`src/rtl/knn_pkg.sv`:
```
// ----------------------------------------------------------------------------
// knn_pkg
// Shared constants, item types and control structs for the k-nearest-neighbor
// search block.
// ----------------------------------------------------------------------------
package knn_pkg;

   localparam int K_MAX       = 32;
   localparam int COORD_BITS  = 16;
   localparam int INDEX_BITS  = 14;
   localparam int DIST_BITS   = 39;
   localparam int PROD_BITS   = 2 * COORD_BITS;
   localparam int COUNT_BITS  = 6;
   localparam int RANK_BITS   = 5;
   localparam int COUNT_RESET = 18;

   typedef struct packed {
      logic [COORD_BITS-1:0] query_coord;
      logic [COORD_BITS-1:0] cand_coord;
      logic [INDEX_BITS-1:0] cand_index;
      logic                  last_dim;
      logic                  last_cand;
   } req_type;

   typedef struct packed {
      logic [RANK_BITS-1:0]  rank;
      logic [INDEX_BITS-1:0] neighbor_index;
      logic                  found;
      logic                  last_result;
   } rsp_type;

   typedef struct packed {
      logic load;
      logic square;
      logic accum;
      logic insert;
      logic emit;
   } cmd_type;

   typedef struct packed {
      logic last_dim;
      logic last_cand;
      logic out_free;
      logic emit_done;
   } status_type;

endpackage

```
`src/rtl/knn_ctrl.sv`:
```
// ----------------------------------------------------------------------------
// knn_ctrl
// Sequencer: accept an item, square, accumulate, insert when the item closes
// a candidate, then drain the list on the final candidate.
// ----------------------------------------------------------------------------
module knn_ctrl (
   input  logic                clock,
   input  logic                reset,
   input  logic                req_valid,
   output logic                req_stall,
   input  knn_pkg::status_type status,
   output knn_pkg::cmd_type    cmd
);

   typedef enum logic [4:0] {
      ST_IDLE   = 5'b00001,
      ST_SQUARE = 5'b00010,
      ST_ACCUM  = 5'b00100,
      ST_INSERT = 5'b01000,
      ST_EMIT   = 5'b10000
   } state_type;

   state_type state_ff;
   state_type state_in;

   assign req_stall = (state_ff != ST_IDLE);

   always_comb begin
      cmd      = '0;
      state_in = state_ff;
      case (state_ff)
         ST_IDLE: begin
            cmd.load = req_valid;
            if (req_valid) state_in = ST_SQUARE;
         end
         ST_SQUARE: begin
            cmd.square = 1'b1;
            state_in   = ST_ACCUM;
         end
         ST_ACCUM: begin
            cmd.accum = 1'b1;
            if (status.last_dim) state_in = ST_INSERT;
            else if (status.last_cand) state_in = ST_EMIT;
            else state_in = ST_IDLE;
         end
         ST_INSERT: begin
            cmd.insert = 1'b1;
            state_in   = status.last_cand ? ST_EMIT : ST_IDLE;
         end
         ST_EMIT: begin
            cmd.emit = status.out_free;
            if (status.out_free && status.emit_done) state_in = ST_IDLE;
         end
         default: state_in = ST_IDLE;
      endcase
   end

   always_ff @(posedge clock) begin
      if (reset) begin
         state_ff <= ST_IDLE;
      end else begin
         state_ff <= state_in;
      end
   end

endmodule

```
`config.mk`:
```
export PLATFORM = sky130hd
export DESIGN_NAME = knn_ctrl
export DESIGN_NICKNAME = d
export VERILOG_FILES = /design/src/rtl/knn_pkg.sv /design/src/rtl/knn_ctrl.sv
export SDC_FILE = /design/constraint.sdc
export NUM_CORES = 1
export LEC_CHECK = 0
export BUFFER_PORTS_ARGS = -buffer_cell sky130_fd_sc_hd__buf_2
export CORE_AREA = 2 2 39 41
export CTS_BUF_LIST = sky130_fd_sc_hd__clkbuf_16
export DETAILED_ROUTE_END_ITERATION = 6
export DIE_AREA = 0 0 41 43
export PLACE_DENSITY = 0.41
export RECOVER_POWER = 50
export SKIP_LAST_GASP = 1
export SLEW_MARGIN = 20
export SYNTH_ARGS = -nofsm -noshare
export SYNTH_HDL_FRONTEND = slang
export SYNTH_SLANG_ARGS = --single-unit
```
`constraint.sdc`:
```
create_clock -name clock -period 1.7 [get_ports clock]
set_clock_uncertainty 0.1 [all_clocks]
set_input_delay 0.17 -clock clock [delete_from_list [all_inputs] [get_ports clock]]
set_output_delay 0.17 -clock clock [all_outputs]
set_load 0.01 [all_outputs]
```
## After elaboration in Yosys (flattened, before gate mapping)

Cells that the tools add are included.

- Reduce and logical (&&, ||, !) cells: 2
- Mux-type cells: 10
- Equality and inequality tests: 8

Operator list:

| operator | number |
|---|---|
| 5-bit one-hot mux with 5 select lines | 1 |
| 5-bit two-way mux | 4 |
| 5-bit by 1-bit equality test with 1-bit output, second input constant | 1 |
| 5-bit by 2-bit equality test with 1-bit output, second input constant | 1 |
| 5-bit by 3-bit equality test with 1-bit output, second input constant | 1 |
| 5-bit by 4-bit equality test with 1-bit output, second input constant | 1 |
| 5-bit equality test, second input constant | 1 |
| 1-bit two-way mux | 5 |
| 5-bit by 1-bit inequality test with 1-bit output, second input constant | 1 |
| 2-bit inequality test, second input constant | 2 |
| 2-bit AND reduction | 1 |
| 1-bit logical AND | 1 |

- Output and inout port bits: 6
- Input bits: 7
- Word-level logic and storage cells: 21
- Bits in registers: 5

## Longest topological paths before layout

- Word-level depth: 3
- Gate-level depth with buffers: 4
- Depth with buffers taken out: 4

## Worst setup path before layout

OpenSTA, ideal clock, no wires.

- Path type: register to register
- Start point: register state_ff[3]
- End point: register state_ff[0]
- Data required time: 1466 ps
- Buffers on the path: 0
- Library setup time: 134 ps
- Slack: 216 ps
- Stages on the path, launching flop included: 5
- Data arrival time: 1251 ps
- Period minus slack after synthesis: 1484 ps
- Path through: dfxtp_1 > or3_4 > nor3b_2 > or4_1 > o221ai_2

- Cells in the longest elaborated chain, start to end: 3
- Elaborated cells between the ends (all ways): 9
- Those cells by class: eq/ne (7); mux (1); reduce/logical (1)

Ends and longest elaborated chain:

| element | RTL line | text |
|---|---|---|
| start, declared | knn_ctrl.sv:23 | `state_type state_ff;` |
| start signal, assigned | knn_ctrl.sv:62 | `state_ff <= state_in;` |
| 5-bit equality test or 5-bit by 1-bit equality test with 1-bit output (tied branches) | knn_ctrl.sv:31 | `case (state_ff)` |
| 2-bit inequality test (no source line) | -- |  |
| 2-bit AND reduction (no source line) | -- |  |

Parallel ways exist; a longest one is shown, timed or not.
A chain may end at the register's enable or synchronous reset.

==> flow_summary.toml <==
[global_route]
grt_max_degree = 6
antenna_found_initial = 0
grtUsageTotal_pct = 9.33
grt_overflow = 0
grt_pass1_vias = 261
grt_pass1_wl_microns = 1050

[power_and_ir_drop]
power_density_mw_per_mm2 = 1240
leakagePower_uw = 0.000231
clkPwrFrac_pct = 66.1
power_frac_seq_pct = 22.6
p_int_uw = 462
switchingPower_uw = 116
irDropWorstVdd_uv = 651
pwr-share-comb_pct = 11.3
switching_share_pct = 20.1

[logic_synthesis]
synth.distinct_cells = 21
syn_inst = 30
synthFlopType = "dfxtp_1"
syn_nets = 37
ys_warn_count = 0
synth_area_sq_um = 280
syn_avg_cell_area_sq_um = 9.34
async_flop_share_pct = 0
ys_ff_latch = 5
synth_edf_count = 0
ys_seq_area_share_pct = 35.7

[timing]
timing.final.ws_setup_ps = -66.1
slew_viol_final = 0
setup_viol = 2
fin_crit_ps = 1770
hold_viol = 0
worstMarginPinSlew_ps = 326
grt_setup_unrepaired = "true"
clock.fmax_mhz = 566
relSlewSlack_pct = 78.1
tns_ps = -88.5
period_share_pct = 104

[worst_setup_path]
end_kind = "primary output"
arrival_ps = 1500
startpoint = "state_ff[1]$_SDFFE_PP0P_"
start_kind = "register"
required_ps = 1430
r2r_slack_ps = 110
critPathKind = "reg -> out"
timing.rr.start = "state_ff[1]$_SDFFE_PP0P_"
worst-path-max-fanout = 3

[place]
dp_hpwl_microns = 528
port-buffer-count = 12
placed_area_sq_um = 368
gp_congestion = 0.722

[cts]
cts_made_buffers = 3
cts_sinks = 5
clock_path_buffers = 2
htreeDepth = 1
tritoncts = "done"
clk_pin_slew_ps = 30
cts_root_buffer = "clkbuf_16"
insertion_delay_ps = 230
cts_hold_buf = 0

[finish]
largest_reg_flops = 5
nFillCells = 138
reg_top3 = "state_ff x5"
final_util_pct = 33.6
design_area_sq_um = 465
area_delta_synth_final_pct = 66.1
nets = 56
top_register = "state_ff"
drive_gt1_share_pct = 56.3
diodes = 0

[die]
boundaryPins = 13
core_area_sq_mm = 0.00138
die_area_sq_mm = 0.00176
die_w_microns = 41
dieHeight_microns = 43
row_count = 14
initial_utilization_pct = 20.3

[min_path]
hold_class = "in -> reg"
worstHoldStart = "reset"

[routing]
wl_per_cell_microns = 10.6
vias = 293
routed_wl_microns = 676
dr.pass1.iters = 2
drt_iter0_markers = 3
drc = 0
vias_per_cell = 4.58
detail-route-antenna-nets = 0

[run_status]
status = "finished, violations left"
violations = "setup timing"

[job]
drv_cap = 0
## power groups by stage
stage | registers, uW | logic [uW] | clock network [uW]
final | 131 | 65.3 | 382
after global routing | 132 | 70.4 | 391
after CTS | 130 | 61.3 | 384
after detailed placement | 131 | 56.7 | 0
after global placement | 132 | 56.2 | 0
after floorplan | 130 | 36.2 | 0
## path summary, 6_finish.rpt
path	end	cells after the start
hold / removal	state_ff[1]$_SDFFE_PP0P_	2
setup reg to reg	state_ff[0]$_SDFFE_PP1P_	5
setup / recovery	cmd[2]	4
hold reg to reg	state_ff[2]$_SDFFE_PP0P_	2
## worst max-delay path, stage by stage (launching register included)
cell and delay (ps):
dfxtp_2 310, or3_4 400, buf_4 150, nor3b_2 230
buf_2 170
## layer usage
metal | vias up | part of all wire, % | track usage [%]
li1 | 147 | - | -
met1 | 134 | 45 | 11.9
met2 | 10 | 44 | 11.9
met3 | 2 | 8.0 | 4.71
met4 | 0 | 3.0 | 6.00
met5 | - | 0 | 0
## area by class of cell
cell class              count  area, sq um  area share, %
multi-input cells          22          178           38.2
flip-flops and latches      5          103           22.0
clock buffers               3         75.1           16.1
repair buffers             14         75.1           16.1
well taps                  16         20.0           4.30
inverters                   3         11.3           2.42
clock inverters             1         3.75          0.806
## synthesized netlist by cell type (2+ instances only)
| cell | n | area share [%] |
|---|---|---|
| dfxtp_1 | 5 | 36 |
| nor3_1 | 2 | 3.6 |
| inv_1 | 2 | 2.7 |
| nor3b_2 | 2 | 8.9 |
| nor2_1 | 2 | 2.7 |
| and3_1 | 2 | 4.5 |
## per-stage QoR
step | hold WS (ps) | total power (uW) | setup WS, ps | instances
after detailed placement | 255 | 188 | 104 | 59
final | 14.2 | 578 | -66.1 | 64
after global routing | 22.9 | 592 | -88.0 | 64
after floorplan | 147 | 166 | 216 | 30
after CTS | 19.8 | 575 | -37.3 | 63
after global placement | 253 | 188 | 123 | 59
## cell usage in the layout (no fill, tap or decap)
cell	instances
a21boi_1	1
a21oi_1	1
and2_4	1
and3_1	2
and3b_1	1
and4_1	1
buf_2	12
buf_4	2
clkbuf_16	3
dfxtp_1	3
dfxtp_2	2
inv_1	3
inv_2	1
nand2_1	1
nand3_1	1
nor2_1	1
nor2_2	1
nor2b_1	1
nor3_1	2
nor3b_2	1
nor3b_4	1
nor4_1	1
nor4b_2	1
o21ai_0	1
o221ai_2	1
or3_4	1
or4_1	1
## logic make-up after synthesis
logic type / Yosys count / synth area share, %
simple gates: 18 / 48.7
compound gates: 4 / 11.6
flops: 5 / 35.7
buf+inv: 3 / 4.02
## repair_timing
| action | CTS | global route |
|---|---|---|
| hold endpoints to repair | 0 | 0 |
| buffers inserted | 0 | 1 |
| cloned | 0 | 0 |
| setup endpoints to repair | 1 | 3 |
| pin swaps | 0 | 2 |
| resized for setup | 1 | 3 |
Note: power is estimated with default switching activity, not from simulation.
